### src/design/svm_pkg.sv
package svm_pkg;

  localparam logic [15:0] UNITY_Q15 = 16'h8000;
  localparam logic signed [15:0] MIX_MAX = 16'sh7FFF;
  localparam logic signed [15:0] MIX_MIN = 16'sh8000;

  typedef enum logic [1:0] {
    MODE_LOAD  = 2'd0,
    MODE_START = 2'd1,
    MODE_TICK  = 2'd2,
    MODE_NONE  = 2'd3
  } mode_t;

  typedef struct packed {
    logic clear;
    logic valid;
  } mac_ctl_t;

endpackage

### src/design/svm_boost.sv
module svm_boost import svm_pkg::*; (
  input  logic        clk,
  input  logic [15:0] volume,
  output logic [15:0] boost
);

  logic [15:0] inv;
  logic [31:0] sq_full;
  logic [15:0] vol1;
  logic [15:0] inv1;
  logic [30:0] sq1;
  logic [46:0] cube;

  assign inv     = UNITY_Q15 - volume;
  assign sq_full = {16'd0, inv} * {16'd0, inv};
  assign cube    = {16'd0, sq1} * {31'd0, inv1};

  always_ff @(posedge clk) begin
    vol1 <= volume;
    inv1 <= inv;
    sq1  <= sq_full[30:0];
    if (vol1[15]) begin
      boost <= vol1;
    end else begin
      boost <= UNITY_Q15 - cube[45:30];
    end
  end

endmodule

### config.mk
export PLATFORM = sky130hd
export DESIGN_NAME = svm_boost
export DESIGN_NICKNAME = d
export VERILOG_FILES = /design/src/design/svm_pkg.sv /design/src/design/svm_boost.sv
export SDC_FILE = /design/constraint.sdc
export NUM_CORES = 2
export LEC_CHECK = 0
export ABC_CLOCK_PERIOD_IN_PS = 9100
export BUFFER_PORTS_ARGS = -buffer_cell sky130_fd_sc_hd__buf_2
export CAP_MARGIN = 30
export CORE_MARGIN = 5
export CORE_UTILIZATION = 39
export CTS_BUF_LIST = sky130_fd_sc_hd__clkbuf_4
export CTS_CLUSTER_DIAMETER = 50
export DETAILED_ROUTE_END_ITERATION = 10
export PLACE_DENSITY = 0.61
export SYNTH_ARGS = -nofsm -noshare
export SYNTH_HDL_FRONTEND = slang
export SYNTH_SLANG_ARGS = --single-unit
### constraint.sdc
create_clock -name clk -period 9.1 [get_ports clk]
set_input_delay 0.455 -clock clk [delete_from_list [all_inputs] [get_ports clk]]
set_output_delay 0.455 -clock clk [all_outputs]
set_load 0.05 [all_outputs]
## Yosys cells after proc, flatten, opt, wreduce, memory -nomap -nowiden

Cells that the tools add are included.
W data, S select, Z words.

| operators by class | value |
|---|---|
| multipliers | 2 |
| multiplexer cells | 1 |
| $add $sub $neg | 2 |

Operators with widths:

| cell | number |
|---|---|
| $mul A31 B16 Y46 | 1 |
| $sub A16 B16 Y16 const A | 2 |
| $mul A16 B16 Y31 | 1 |
| $mux W15 | 1 |

| word-level totals | value |
|---|---|
| logic and storage cells | 10 |
| register bits after elaboration | 79 |

## Longest topological paths before layout

| depth | value |
|---|---|
| word-level depth | 3 |
| depth in mapped cells | 33 |
| mapped depth without buffers | 32 |

## Least setup slack after synthesis

OpenSTA, ideal clock, no wires.

| timing | value |
|---|---|
| kind | input to register |
| from | input volume[0] |
| to | register sq1[30] |
| arrival | 7.787 ns |
| setup slack | 1.193 ns |
| buffers on the path | 3 |
| setup time | 0.120 ns |
| stages | 29 |
| cells stage by stage | clkbuf_1 inv_1 clkbuf_1 ha_1 nand2_1 or3_1 xor2_1 clkinv_1 nor2_1 fa_1 fa_1 fa_1 fa_1 fa_1 inv_1 fa_1 inv_1 ha_1 clkbuf_1 a21oi_1 nand2_1 a21o_1 a21oi_1 o31ai_1 a221oi_1 o21ai_0 a311o_1 a21oi_1 xnor2_1 |

| on the way | value |
|---|---|
| cells in the longest elaborated chain, start to end | 2 |

RTL lines:

| item | line | source |
|---|---|---|
| start, declared | svm_boost.sv:3 | `input logic [15:0] volume,` |
| $sub A16 B16 Y16 | svm_boost.sv:14 | `assign inv = UNITY_Q15 - volume;` |
| via inv[8] | svm_boost.sv:7 | `logic [15:0] inv;` |
| $mul A16 B16 Y31 | svm_boost.sv:15 | `assign sq_full = {16'd0, inv} * {16'd0, inv};` |
| via sq_full[30] | svm_boost.sv:8 | `logic [31:0] sq_full;` |
| end signal, assigned | svm_boost.sv:21 | `sq1 <= sq_full[30:0];` |
| end, declared | svm_boost.sv:11 | `logic [30:0] sq1;` |

The timed path passes the listed nets, and every way through them passes these cells.
A chain may end at the register's enable or synchronous reset.

## Final worst setup path

| timing | value |
|---|---|
| from | register inv1[8] |
| to | register boost[15] |

| on the way | value |
|---|---|
| cells in the longest elaborated chain, start to end | 2 |

RTL lines:

| item | line | source |
|---|---|---|
| start, declared | svm_boost.sv:10 | `logic [15:0] inv1;` |
| start signal, assigned | svm_boost.sv:20 | `inv1 <= inv;` |
| $mul A31 B16 Y46 | svm_boost.sv:16 | `assign cube = {16'd0, sq1} * {31'd0, inv1};` |
| $sub A16 B16 Y16 | svm_boost.sv:25 | `boost <= UNITY_Q15 - cube[45:30];` |
| end signal, assigned | svm_boost.sv:23 | `boost <= vol1;` |
| end signal, assigned | svm_boost.sv:25 |  |
| end, declared | svm_boost.sv:4 | `output logic [15:0] boost` |

No other way between the ends.

==> out/metrics.csv <==
metric;value;unit
run_status;complete, no violations;
slowest_stage;dfxtp_2;
crit_fanout;30;
mappedNetlistArea;23900;sq um
clock_latency;490;ps
routedWlPerCell;17.9;um
worst_pin_slew;964;ps
reg2reg_to;boost[15];
seq_area;1530;sq um
period_needed;8240;ps
grt_pass1_wl;103000;um
synthFlopType;dfxtp_1;
yosys_warnings;0;
syn2layout_area_growth;5.58;%
synth_area_leaders;fa_1 47%, ha_1 11%, inv_1 11%, dfxtp_1 6.4%, nand2_1 6.1%;
grt_pass1_vias;19600;
clock.fmax;121;MHz
drt_iter0_drc;1001;
reg2reg_slack;860;ps
place_hpwl;50600;um
regToRegStartpoint;inv1[8];
crit_path_frequent_cell;fa_1;
netlist_instances;2681;
crit_type;register to register;
clock-root-buffer;clkbuf_4;
critPathLaunchType;register;
clock_sinks;76;
cts_setup_buffers;0;
filler_cell_count;5973;
multi_input_area;19500;sq um
fin_tns_setup;0;ps
routed-via-count;17600;
gp_congestion;0.915;
start_util;39.5;%
synth.top_cell.area_share;46.7;%
fin_crit_sh;90.6;%
slowest_delay;940;ps
ys_ff_latch;76;
crit_path_end_kind;register;
cts_tree;done;
setup_viol;0;
postRouteAntennaNets;0;
grt_max_degree;37;
num_io_pins;33;
drc;0;
die_area;66400;sq um
whs;120;ps
cp.arrival;8660;ps
synthArstFlopShare;0;%
fin_worst_skew;30.0;ps
slew_headroom;35.6;%
post_drt_via_cell_ratio;5.06;
cts_inserted_buffers;9;
firstDrtPassIters;5;
cts_max_level;3;
critPathRequiredTime;9520;ps
design_area;25300;sq um
cts_buffer_depth;2;
cts.clk_slew.worst_paths;160;ps
finalWirelength;61900;um
endpoint;boost[15];
drv_cap;0;
synth_edf_count;0;
die_h;258;um
hold_path_depth;1;
grt_use_total;19.4;%
min_path_type;input pin to register;
cts_hold_buf;0;
synth_seq_area_share;6.36;%
synth_cell_type_count;65;
cts_resized;0;
io_buffers;32;
rsz0062_at_grt;no;
hold_viol;0;
finalNetCount;3465;
grt-ovfl-total;0;
die_w;258;um
layout-drive-gt1-share;4.44;%
crit_start;inv1[8];
antenna_found_initial;3;
core;60600;sq um
placed_cell_area;25100;sq um
path_cells;nand2_1 > fa_1 > fa_1 > inv_1 > fa_1 > inv_1 > fa_1 > inv_1 > fa_1 > inv_1 > fa_1 > inv_1 > ha_1 > and2_1 > nor3b_1 > nand3_1 > a2111o_1 > and3_1 > xnor2_1 > a2111o_1 > or4_4 > or4_1 > nand3_1;
reg2reg_depth;23;
drv_slew;0;
post-synth-top-area-cell;fa_1;
synth_area_per_cell;8.93;sq um
core.rowCount;90;
worst max-delay path: cells and delay by family (launching register included):
kind	cells	cell delay [ps]
fa+ha+maj	7	3440
simple gates	8	2500
flops	1	940
compound gates	2	790
buf+inv	5	250
xor+xnor	1	200
cell families (layout without fill, tap and decap cells):
| kind of cell | after synthesis | count (layout) | synth area share, % |
|---|---|---|---|
| AOI/OAI and AO/OA | 197 | 197 | 5.59 |
| xor gates and xnor gates | 66 | 66 | 2.42 |
| adders and majority gates | 770 | 770 | 57.8 |
| buffers and inverters | 774 | 771 | 12.2 |
| DFF | 76 | 76 | 6.36 |
| muxes | 2 | 2 | 0.0889 |
| other | 2 | 8 | 0.0314 |
| and+or+nand+nor | 794 | 794 | 15.6 |
per-layer routing:
| metal | wire length, um | global-route usage (%) |
|---|---|---|
| met5 | 0 | 0 |
| met2 | 30500 | 33.2 |
| met3 | 4000 | 3.81 |
| met4 | 2350 | 6.70 |
| met1 | 25100 | 24.5 |
synth_stat cells, drive strengths merged, types with 9 or more instances:
cell type	instances
ha	212
nor2	99
nor4	9
xor2	23
clkbuf	94
and3	12
nand4	11
nand2b	11
a21oi	59
nand3	26
xnor2	43
and2	193
inv	673
dfxtp	76
nor3	13
o21ai	43
a21o	26
a31oi	11
nand2	389
fa	558
final cells by class:
| cell class | count | area share, % |
|---|---|---|
| Clock inverter | 7 | 0.356 |
| Inverter | 679 | 10.1 |
| Clock buffer | 9 | 0.267 |
| Sequential cell | 76 | 6.05 |
| Tap cell | 782 | 3.87 |
| Multi-Input combinational cell | 1836 | 77.3 |
| Antenna cell | 1 | 0.00990 |
| Timing Repair Buffer | 76 | 2.10 |
placed cells by master (no fill, tap or decap), types with 9 or more instances in the layout:
master,instances
and2_1,193
nand2_1,389
buf_2,32
nor2_1,99
xnor2_1,43
ha_1,212
dfxtp_1,70
nand2b_1,11
nand3_1,26
xor2_1,23
nor4_1,9
a31oi_1,11
fa_1,558
nor3_1,13
nand4_1,11
a21oi_1,55
and3_1,12
o21ai_0,39
a21o_1,26
inv_1,671
buf_4,41
clkbuf_4,9
state kept, by name (all words and copies together) (netlist names):
name,flops
boost,16
inv1,15
vol1,15
sq1,30
stage by stage:
step	setup slack, ps	util (%)	std cells
final	858	41.7	3466
after global routing	480	41.7	3466
after CTS	856	41.6	3463
after detailed placement	656	41.4	3447
after global placement	867	41.4	3447
after floorplan	1190	-	2686
how the worst min path moves through the flow:
stage                           from   endpoint  slack, ps
final                     volume[12]   vol1[12]        120
after global routing       volume[4]    vol1[4]        100
after CTS                 volume[12]   vol1[12]         90
after detailed placement     vol1[6]   boost[6]        420
after global placement      vol1[10]  boost[10]        420
after floorplan             vol1[11]  boost[11]        410
Power is not shown: default switching activity piles up to over one toggle a cycle in this logic, so the estimate is an artifact.
