===== src/design/svm_pkg.sv =====
package svm_pkg;

  localparam logic [15:0] UNITY_Q15 = 16'h8000;
  localparam logic signed [15:0] MIX_MAX = 16'sh7FFF;
  localparam logic signed [15:0] MIX_MIN = 16'sh8000;

  typedef enum logic [1:0] {
    MODE_LOAD  = 2'd0,
    MODE_START = 2'd1,
    MODE_TICK  = 2'd2,
    MODE_NONE  = 2'd3
  } mode_t;

  typedef struct packed {
    logic clear;
    logic valid;
  } mac_ctl_t;

endpackage


===== src/design/svm_mac.sv =====
module svm_mac import svm_pkg::*; (
  input  logic               clk,
  input  logic               rst,
  input  mac_ctl_t           ctl,
  input  logic signed [15:0] sample,
  input  logic [31:0]        combined,
  output logic signed [15:0] acc
);

  logic [15:0]        mag;
  logic [47:0]        prod_full;
  logic [47:0]        prod;
  logic               neg;
  logic               valid3;
  logic [17:0]        term;
  logic signed [19:0] acc_ext;
  logic signed [19:0] term_ext;
  logic signed [19:0] sum;

  assign mag       = sample[15] ? 16'(-sample) : sample;
  assign prod_full = {32'd0, mag} * {16'd0, combined};
  assign term      = prod[47:30];
  assign acc_ext   = {{4{acc[15]}}, acc};
  assign term_ext  = {2'b00, term};
  assign sum       = neg ? acc_ext - term_ext : acc_ext + term_ext;

  always_ff @(posedge clk) begin
    prod <= prod_full;
    neg  <= sample[15];
  end

  always_ff @(posedge clk) begin
    if (rst) begin
      valid3 <= 1'b0;
      acc    <= '0;
    end else begin
      valid3 <= ctl.valid;
      if (ctl.clear) begin
        acc <= '0;
      end else if (valid3) begin
        priority if (sum > 20'sd32767) begin
          acc <= MIX_MAX;
        end else if (sum < -20'sd32768) begin
          acc <= MIX_MIN;
        end else begin
          acc <= sum[15:0];
        end
      end
    end
  end

endmodule


===== config.mk =====
export PLATFORM = sky130hd
export DESIGN_NAME = svm_mac
export DESIGN_NICKNAME = d
export VERILOG_FILES = /design/src/design/svm_pkg.sv /design/src/design/svm_mac.sv
export SDC_FILE = /design/constraint.sdc
export NUM_CORES = 1
export LEC_CHECK = 0
export BUFFER_PORTS_ARGS = -buffer_cell sky130_fd_sc_hd__buf_2
export CORE_AREA = 3 3 248 250
export DETAILED_ROUTE_END_ITERATION = 8
export DIE_AREA = 0 0 251 253
export PLACE_DENSITY = 0.55
export SYNTH_ARGS = -nofsm -noshare
export SYNTH_HDL_FRONTEND = slang
export SYNTH_SLANG_ARGS = --single-unit

===== constraint.sdc =====
create_clock -name clk -period 8.53 [get_ports clk]
set_input_delay 1.2795 -clock clk [delete_from_list [all_inputs] [get_ports clk]]
set_output_delay 1.2795 -clock clk [all_outputs]
set_load 0.01 [all_outputs]

# After elaboration in Yosys (flattened, before gate mapping)
# Cells that the tools add are included.
dict set report totals {
  regBits 66
  input_bits 52
  wordCells 15
  output_inout_bits 16
}
dict set report op_classes {
  addsub 3
  mux 4
  reduce_logical 1
  magnitude_cmp 2
  multipliers 1
}
# operator count
set ops {}
lappend ops {{multiplier 16 x 32 -> 48 bit} 1}
lappend ops {{2-to-1 mux 16 bit} 3}
lappend ops {{adder 16 x 19 -> 20 bit} 1}
lappend ops {{> comparator 20 x 16 -> 1 bit (second input constant)} 1}
lappend ops {{less-than comparator 20 x 16 -> 1 bit (second input constant)} 1}
lappend ops {{2-to-1 mux 20 bit} 1}
lappend ops {{subtractor 16 x 19 -> 20 bit} 1}
lappend ops {{negation 16 bit} 1}
lappend ops {{OR reduction 2 bit} 1}

# Depth between registers and ports, before layout
# Gate-level depths: netlist (run 1).
dict set report depth {
  word_depth 5
  depth_mapped 32
}

# Worst setup path after synthesis (run 1)
# Ideal clock, no wire load.
dict set report synth_timing {
  kind {in2reg}
  startpoint {input sample[3]}
  endpoint {register prod[47]}
  path_slack_ns 0.086
  stages 26
  setup_time_ns 0.121
  arrival_time_ns 8.323
  t_required_ns 8.409
  path_buffers 1
  path_cell_list {or4_1 > or3_1 > o31ai_1 > xnor2_1 > clkbuf_1 > nand2_1 > fa_1 > inv_1 > fa_1 > fa_1 > fa_1 > fa_1 > inv_1 > fa_1 > inv_1 > ha_1 > nand4_1 > nor2_1 > nand2_1 > or2_2 > nor3_1 > o221ai_1 > a2111oi_1 > a221o_1 > a21oi_1 > xnor2_1}
}
dict set report synth_via {
  elab_chain_cells 3
}
# item line_no
set synth_lines {}
lappend synth_lines {{start, declared} svm_mac.sv:5} ;# input logic signed [15:0] sample,
lappend synth_lines {{negation 16 bit} svm_mac.sv:20} ;# assign mag = sample[15] ? 16'(-sample) : sample;
lappend synth_lines {{2-to-1 mux 16 bit (*)} svm_mac.sv:20}
lappend synth_lines {{multiplier 16 x 32 -> 48 bit (*)} svm_mac.sv:21} ;# assign prod_full = {32'd0, mag} * {16'd0, combined};
lappend synth_lines {{via prod_full[47]} svm_mac.sv:11} ;# logic [47:0] prod_full;
lappend synth_lines {{end signal, assigned} svm_mac.sv:28} ;# prod <= prod_full;
lappend synth_lines {{end, declared} svm_mac.sv:12} ;# logic [47:0] prod;
# Mark *: on every way through the listed nets, which the timed path passes. The rest lies on a longest branch.
# A chain may end at the register's enable or synchronous reset.

# Final worst setup path (run 1)
# Ends and elaborated chain as after synthesis.

==> results of run 1 <==
-- cell usage after synthesis, types with 17 or more instances --
library cell,instances
inv_1,487
fa_1,418
nand2_1,366
and2_1,164
ha_1,138
clkbuf_1,86
xnor2_1,48
a21oi_1,38
dfxtp_1,36
o21ai_0,32
a21o_1,30
nor2_1,29
nand2b_1,17
-- per-layer routing --
metal / wire [um] / part of all wire [%] / GRT usage (%) / up-vias
met4: 1020 / 2.1 / 3.13 / 0
met5: 0 / 0 / 0 / -
met2: 22800 / 47 / 26.4 / 307
met3: 2450 / 5.1 / 1.59 / 52
li1: - / - / - / 6305
met1: 21800 / 45 / 22.0 / 7013
-- stage by stage --
step | area [um2] | hold WS [ns] | cells | TNS [ns]
global route | 20400 | 0.628 | 2940 | -1.10
CTS | 20100 | 0.605 | 2926 | 0
detailed placement | 19800 | 0.595 | 2913 | -4.93
finish | 20400 | 0.600 | 2940 | 0
global placement | 19800 | 0.586 | 2913 | -4.20
floorplan | 17800 | 0.585 | 2050 | 0
-- cells by family after synthesis --
family / synth area share, %
muxes: 0.197
xor gates and xnor gates: 3.10
DFF: 4.05
AOI/OAI and AO/OA: 6.73
and+or+nand+nor: 17.0
buffers and inverters: 12.2
adders and majority gates: 56.7
-- state kept, by name, indices dropped and copies added (netlist names) --
name	count
prod	18
acc	16
neg	1
valid3	1
-- final timing paths --
kind	start	to	depth (start not counted)
min reg2reg	acc[15]	acc[15]	2
min	acc[15]	acc[15]	2
max reg2reg	prod[32]	acc[7]	17
max	sample[3]	prod[47]	29
-- timing repair --
item,CTS,global route
gates cloned,0,2
setup endpoints to repair,10,11
buffers inserted,5,12
gates resized for setup,19,51
pin swaps,1,29
-- layout make-up --
type,instances,area share (%)
Timing Repair Buffer,196,7.15
Clock buffer,8,0.716
Sequential cell,36,3.52
Tap cell,773,4.73
Multi-Input combinational cell,1440,74.9
Inverter,487,8.94
-- worst min-delay path, stage by stage (launching register included) --
cell	delay [ns]
dfxtp_1	0.38
nand2b_1	0.10
a21boi_0	0.07
==> results.sh, run 1 <==
export IMPL_crit_top_cell="fa_1"
export IMPL_setup_viol=0
export IMPL_cp_end_kind="flop"
export IMPL_dp_hpwl_um=40200
export IMPL_worstPathArrival_ns=8.59
export IMPL_n_antenna_cell=0
export IMPL_place_congestion=0.866
export IMPL_die_x_um=251
export IMPL_cts_root_buf="clkbuf_16"
export IMPL_cp_slowest_cell="fa_1"
export IMPL_post_route_min_period_ns=8.42
export IMPL_drt_initial_drc_count=742
export IMPL_start_util_pct=30.0
export IMPL_start_kind="input port"
export IMPL_drtAntennaViolNets=0
export IMPL_synth_nets=2658
export IMPL_final_cell_mix="inv_1 (484), fa_1 (410), nand2_1 (359)"
export IMPL_crit_family="adder cells"
export IMPL_synth_flop_cell="dfxtp_1"
export IMPL_syn_area_um2=17800
export IMPL_cts_reportedPaths_clkPinSlew_ns=0.05
export IMPL_ys_ff_latch=36
export IMPL_io_buffer_count=67
export IMPL_nNetsFinal=2774
export IMPL_wl_per_cell_um=16.3
export IMPL_drv_cap=0
export IMPL_fmax_mhz=119
export IMPL_crit_required_ns=8.70
export IMPL_utilization_pct=34.5
export IMPL_drv_slew=0
export IMPL_clock_latency_ns=0.28
export IMPL_yosys_area_top_type="fa_1"
export IMPL_synth_top_cell_area_share_pct=47.0
export IMPL_route_detailed_drc=0
export IMPL_core_rowCount=89
export IMPL_grtUsageTotal_pct=15.7
export IMPL_ys_seq_area_share_pct=4.05
export IMPL_grt_pass1_wl_um=79700
export IMPL_slowest_delay_ns=0.58
export IMPL_cts_sink_count=36
export IMPL_rsz0062_at_grt="true"
export IMPL_ys_warn_count=0
export IMPL_synth_area_per_cell_um2=8.68
export IMPL_regArea_um2=721
export IMPL_routed_wl_um=48000
export IMPL_num_vias=13700
export IMPL_dieArea_um2=63500
export IMPL_rrSetupSlack_ns=3.47
export IMPL_critical_path_class="input port to flop"
export IMPL_io_pin_count=68
export IMPL_grt_max_degree=33
export IMPL_fill_cells=6111
export IMPL_overflow=0
export IMPL_holdCritPathClass="flop to flop"
export IMPL_first_global_vias=14800
export IMPL_numCtsBuffers=5
export IMPL_cts_tree="built"
export IMPL_antenna_found_initial=1
export IMPL_finalHoldViolations=0
export IMPL_fin_skew_ns=0.00399
export IMPL_dp_slack_ns=-0.571
export IMPL_core_area_um2=59200
export IMPL_cts_buffer_depth=2
export IMPL_ys_types=56
export IMPL_path_buf_inv=7
export IMPL_final_common_cell="inv_1"
export IMPL_multiInputGateArea_um2=15300
export IMPL_synth_edf_count=0
export IMPL_synthToLayoutAreaGrowth_pct=14.9
export IMPL_fin_ws_ns=0.106
export IMPL_drive_above_1_share_pct=12.7
export IMPL_period_share_pct=98.8
export IMPL_slew_limit_headroom_pct=39.3
export IMPL_cts_hold_buf=0
export IMPL_fp_dieH_um=253
export IMPL_async_reset_ff_share_pct=0
export IMPL_cts_max_level=2
export IMPL_drtPass1Iterations=5
export IMPL_synth_area_leaders="fa_1 (47%), inv_1 (10%), ha_1 (9.7%)"
export IMPL_outcome="complete, no violations"
export IMPL_tightest_slew_ns=0.908
export IMPL_cp_max_fo=6
export IMPL_via_per_inst=4.65
export IMPL_synth_cells=2050
Power of run 1 is left out: the tool's default activity adds up to more than one toggle a clock period on the data nets, which glitch-free logic cannot reach.
==> run 2: changes to the inputs <==
--- a/config.mk
+++ b/config.mk
@@ -9,7 +9,6 @@
 export CORE_AREA = 3 3 248 250
 export DETAILED_ROUTE_END_ITERATION = 8
 export DIE_AREA = 0 0 251 253
-export PLACE_DENSITY = 0.55
 export SYNTH_ARGS = -nofsm -noshare
 export SYNTH_HDL_FRONTEND = slang
 export SYNTH_SLANG_ARGS = --single-unit
==> results.sh, run 2 (synthesis results as in run 1) <==
export IMPL_first_global_vias=15400
export IMPL_nNetsFinal=2769
export IMPL_dp_hpwl_um=38800
export IMPL_start_kind="input port"
export IMPL_cts_max_level=2
export IMPL_setup_tns_final_ns=0
export IMPL_slew_limit_headroom_pct=42.7
export IMPL_drt_initial_drc_count=723
export IMPL_min_from="acc[15]"
export IMPL_grt_max_degree=33
export IMPL_r2r_end="acc[7]"
export IMPL_cp_max_fo=5
export IMPL_setup_viol=0
export IMPL_via_per_inst=4.77
export IMPL_grtUsageTotal_pct=15.3
export IMPL_finalHoldViolations=0
export IMPL_clock_latency_ns=0.27
export IMPL_drtAntennaViolNets=0
export IMPL_cts_sink_count=36
export IMPL_final_common_cell="inv_1"
export IMPL_cts_hold_buf=0
export IMPL_cts_reportedPaths_clkPinSlew_ns=0.05
export IMPL_cts_root_buf="clkbuf_16"
export IMPL_fp_dieH_um=253
export IMPL_crit_top_cell="fa_1"
export IMPL_largest_reg_flops=18
export IMPL_core_area_um2=59200
export IMPL_grt_pass1_wl_um=79100
export IMPL_synthToLayoutAreaGrowth_pct=15.1
export IMPL_dieArea_um2=63500
export IMPL_final_cell_mix="inv_1 (487), fa_1 (412), nand2_1 (360)"
export IMPL_antenna_found_initial=3
export IMPL_crit_required_ns=8.69
export IMPL_start_util_pct=30.0
export IMPL_post_route_min_period_ns=8.46
export IMPL_worstPathArrival_ns=8.61
export IMPL_fin_skew_ns=0.00280
export IMPL_timing_rr_start="prod[32]"
export IMPL_place_congestion=0.859
export IMPL_cts_tree="built"
export IMPL_io_pin_count=68
export IMPL_rsz0062_at_grt="true"
export IMPL_top_regs="prod (18), acc (16)"
export IMPL_overflow=0
export IMPL_rrSetupSlack_ns=3.56
export IMPL_io_buffer_count=67
export IMPL_ff2ff_path_depth=17
export IMPL_drtPass1Iterations=5
export IMPL_core_rowCount=89
export IMPL_tightest_slew_ns=0.857
export IMPL_drv_cap=0
export IMPL_cts_buffer_depth=2
export IMPL_numCtsBuffers=5
export IMPL_cp_end_kind="flop"
export IMPL_critical_path_class="input port to flop"
export IMPL_outcome="complete, no violations"
export IMPL_num_vias=14000
export IMPL_max_flop_register="prod"
export IMPL_fmax_mhz=118
export IMPL_routed_wl_um=48300
export IMPL_cp_slowest_cell="or4_4"
export IMPL_wl_per_cell_um=16.5
export IMPL_die_x_um=251
export IMPL_drv_slew=0
export IMPL_min_to="acc[15]"
export IMPL_slowest_delay_ns=0.57
export IMPL_holdCritPathClass="flop to flop"
export IMPL_hold_path_depth=2
export IMPL_route_detailed_drc=0
export IMPL_period_share_pct=99.1
export IMPL_drive_above_1_share_pct=12.4
[run 2: layout make-up]
class / instances / area (um2)
diodes: 1 / 2.50
multi-input cells: 1440 / 15400
well taps: 773 / 967
clock inverters: 1 / 5.00
flip-flops and latches: 36 / 721
repair buffers: 191 / 1440
inverters: 487 / 1830
fillers: 6068 / 38800
clock buffers: 6 / 129
[run 2: layer usage]
metal / track usage [%] / vias up / share of wire (%)
met3: 1.90 / 71 / 5.0
li1: - / 6294 / -
met5: 0 / - / 0.027
met2: 27.2 / 348 / 50
met1: 19.8 / 7276 / 43
met4: 3.93 / 2 / 2.6
[run 2: per-stage QoR]
stage / setup WS (ns) / instance area (um2) / hold slack [ns] / util, % / cells
after floorplan: 0.0861 / 17800 / 0.585 / - / 2050
after global placement: -0.426 / 19700 / 0.590 / 33.3 / 2906
after global routing: -0.147 / 20500 / 0.678 / 34.6 / 2934
after detailed placement: -0.544 / 19700 / 0.627 / 33.3 / 2906
after CTS: -0.00354 / 20100 / 0.639 / 33.9 / 2921
final: 0.0736 / 20500 / 0.632 / 34.6 / 2935
[run 2: critical path: cells and delay by family]
family                     cells  cell delay (ns)
AOI/OAI and AO/OA              5             0.92
xor gates and xnor gates       2             0.28
adders and majority gates      7             3.27
buffers and inverters          8             0.92
and+or+nand+nor                8             1.92
[run 2: how the worst max path moves through the flow]
stage                     depth (start not counted)  slack (ns)        to       from
after floorplan                                  26        0.09  prod[47]  sample[3]
after global placement                           28       -0.43  prod[42]  sample[3]
after detailed placement                         28       -0.54  prod[42]  sample[3]
after CTS                                        29      -0.004  prod[47]  sample[3]
after global routing                             30       -0.15  prod[47]  sample[4]
final                                            30        0.07  prod[47]  sample[4]
[run 2: repair_timing]
| action | 4_1_cts | 5_1_grt |
|---|---|---|
| gates cloned | 2 | 2 |
| gates resized for setup | 28 | 47 |
| setup buffers | 6 | 11 |
| endpoints found under the setup margin | 12 | 12 |
| hold endpoints to repair | 0 | 0 |
| pin swaps | 12 | 29 |
Power of run 2 is left out for the same reason.
==> run 3: changes to the inputs <==
--- a/config.mk
+++ b/config.mk
@@ -5,10 +5,13 @@
 export SDC_FILE = /design/constraint.sdc
 export NUM_CORES = 1
 export LEC_CHECK = 0
+export ABC_CLOCK_PERIOD_IN_PS = 8530
 export BUFFER_PORTS_ARGS = -buffer_cell sky130_fd_sc_hd__buf_2
 export CORE_AREA = 3 3 248 250
 export DETAILED_ROUTE_END_ITERATION = 8
 export DIE_AREA = 0 0 251 253
+export GPL_ROUTABILITY_DRIVEN = 0
+export REMOVE_ABC_BUFFERS = 1
 export SYNTH_ARGS = -nofsm -noshare
 export SYNTH_HDL_FRONTEND = slang
 export SYNTH_SLANG_ARGS = --single-unit
==> results.sh, run 3 (synthesis results as in run 1) <==
export IMPL_outcome="complete, no violations"
export IMPL_synthToLayoutAreaGrowth_pct=14.3
export IMPL_numCtsBuffers=5
export IMPL_antenna_found_initial=3
export IMPL_largest_reg_flops=18
export IMPL_slew_limit_headroom_pct=35.3
export IMPL_setup_viol=0
export IMPL_post_route_min_period_ns=8.39
export IMPL_cp_end_kind="flop"
export IMPL_holdCritPathClass="flop to flop"
export IMPL_die_x_um=251
export IMPL_cts_reportedPaths_clkPinSlew_ns=0.06
export IMPL_overflow=0
export IMPL_cp_depth=28
export IMPL_met2_usage_pct=27.3
export IMPL_path_buf_inv=8
export IMPL_top_usage_layer="met2"
export IMPL_drt_initial_drc_count=785
export IMPL_finalHoldViolations=0
export IMPL_fin_skew_ns=0.0118
export IMPL_core_rowCount=89
export IMPL_met1_usage_pct=21.7
export IMPL_multiInputGateArea_um2=15300
export IMPL_first_global_vias=15500
export IMPL_cts_sink_count=36
export IMPL_grtUsageMet3_pct=1.65
export IMPL_rsz0062_at_grt="true"
export IMPL_worstPathArrival_ns=8.59
export IMPL_routed_wl_um=48400
export IMPL_grt_max_degree=32
export IMPL_drive_above_1_share_pct=12.1
export IMPL_slowest_delay_ns=0.58
export IMPL_fp_dieH_um=253
export IMPL_drv_cap=0
export IMPL_io_pin_count=68
export IMPL_nNetsFinal=2770
export IMPL_drv_slew=0
export IMPL_final_common_cell="inv_1"
export IMPL_cp_slowest_cell="fa_1"
export IMPL_final_cell_mix="inv_1 (484), fa_1 (416), nand2_1 (361)"
export IMPL_crit_required_ns=8.72
export IMPL_via_per_inst=4.73
export IMPL_crit_top_cell="fa_1"
export IMPL_dieArea_um2=63500
export IMPL_critical_path_class="input port to flop"
export IMPL_grt_pass1_wl_um=81100
export IMPL_clock_latency_ns=0.29
export IMPL_ff2ff_path_depth=17
export IMPL_drtPass1Iterations=5
export IMPL_route_detailed_drc=0
export IMPL_crit_family="adder cells"
export IMPL_start_kind="input port"
export IMPL_start_util_pct=30.0
export IMPL_tightest_slew_ns=0.967
export IMPL_wl_per_cell_um=16.5
export IMPL_core_area_um2=59200
export IMPL_max_flop_register="prod"
export IMPL_cts_root_buf="clkbuf_16"
export IMPL_utilization_pct=34.3
export IMPL_cts_hold_buf=0
export IMPL_hold_path_depth=2
export IMPL_top_regs="prod (18), acc (16)"
export IMPL_dp_hpwl_um=40400
export IMPL_cts_buffer_depth=2
export IMPL_cts_max_level=2
export IMPL_num_vias=13900
export IMPL_fill_cells=6110
export IMPL_grtUsageTotal_pct=15.7
export IMPL_fmax_mhz=119
export IMPL_period_share_pct=98.4
export IMPL_regArea_um2=721
export IMPL_io_buffer_count=67
export IMPL_cp_max_fo=8
export IMPL_drtAntennaViolNets=0
export IMPL_cts_tree="built"
run 3: metrics by stage:
stage / hold slack, ns / cells / setup WS, ns / setup TNS, ns / area [um2]
6_report: 0.626 / 2937 / 0.137 / 0 / 20300
4_1_cts: 0.634 / 2926 / 0.00857 / 0 / 20000
3_3_place_gp: 0.585 / 2917 / -0.500 / -4.60 / 19800
5_1_grt: 0.661 / 2936 / -0.128 / -0.503 / 20300
2_1_floorplan: 0.586 / 1961 / -0.845 / -9.33 / 17500
3_5_place_dp: 0.622 / 2917 / -0.550 / -5.24 / 19800
run 3: worst register-to-register path: stages (launching register included):
cell      delay, ns
dfxtp_1        0.35
nor3_1         0.32
nand2_1        0.12
nor3_1         0.29
nor4b_2        0.58
nor2_1         0.11
xnor2_1        0.16
ha_1           0.36
a21o_1         0.22
or3_1          0.34
o221ai_1       0.26
a211o_1        0.18
nand2_1        0.07
o21a_1         0.17
nor2_1         0.10
xnor2_1        0.13
o41ai_4        0.92
o22ai_1        0.21
run 3: layer usage:
metal | vias up | routed length (um)
li1 | 6287 | -
met1 | 7227 | 21600
met2 | 317 | 23800
met3 | 59 | 2140
met4 | 2 | 845
met5 | - | 13
run 3: area by class of cell:
cell class / count / share of cell area (%)
multi-input cells: 1438 / 75.2
inverters: 487 / 8.99
repair buffers: 194 / 6.78
well taps: 773 / 4.76
flip-flops and latches: 36 / 3.55
clock buffers: 6 / 0.683
clock inverters: 2 / 0.0677
diodes: 1 / 0.0123
run 3: path summary, 6_finish.rpt:
check	start	to	slack [ns]
setup reg to reg	prod[32]	acc[8]	3.49
hold / removal	acc[15]	acc[15]	0.63
hold reg to reg	acc[15]	acc[15]	0.63
setup / recovery	sample[3]	prod[41]	0.14
run 3: timing repair:
item / CTS / global route
pin swaps: 2 / 22
setup endpoints to repair: 11 / 12
gates resized for setup: 16 / 41
buffers inserted: 1 / 7
endpoints found under the hold margin: 0 / 0
cloned: 0 / 3
Power of run 3 is left out for the same reason.
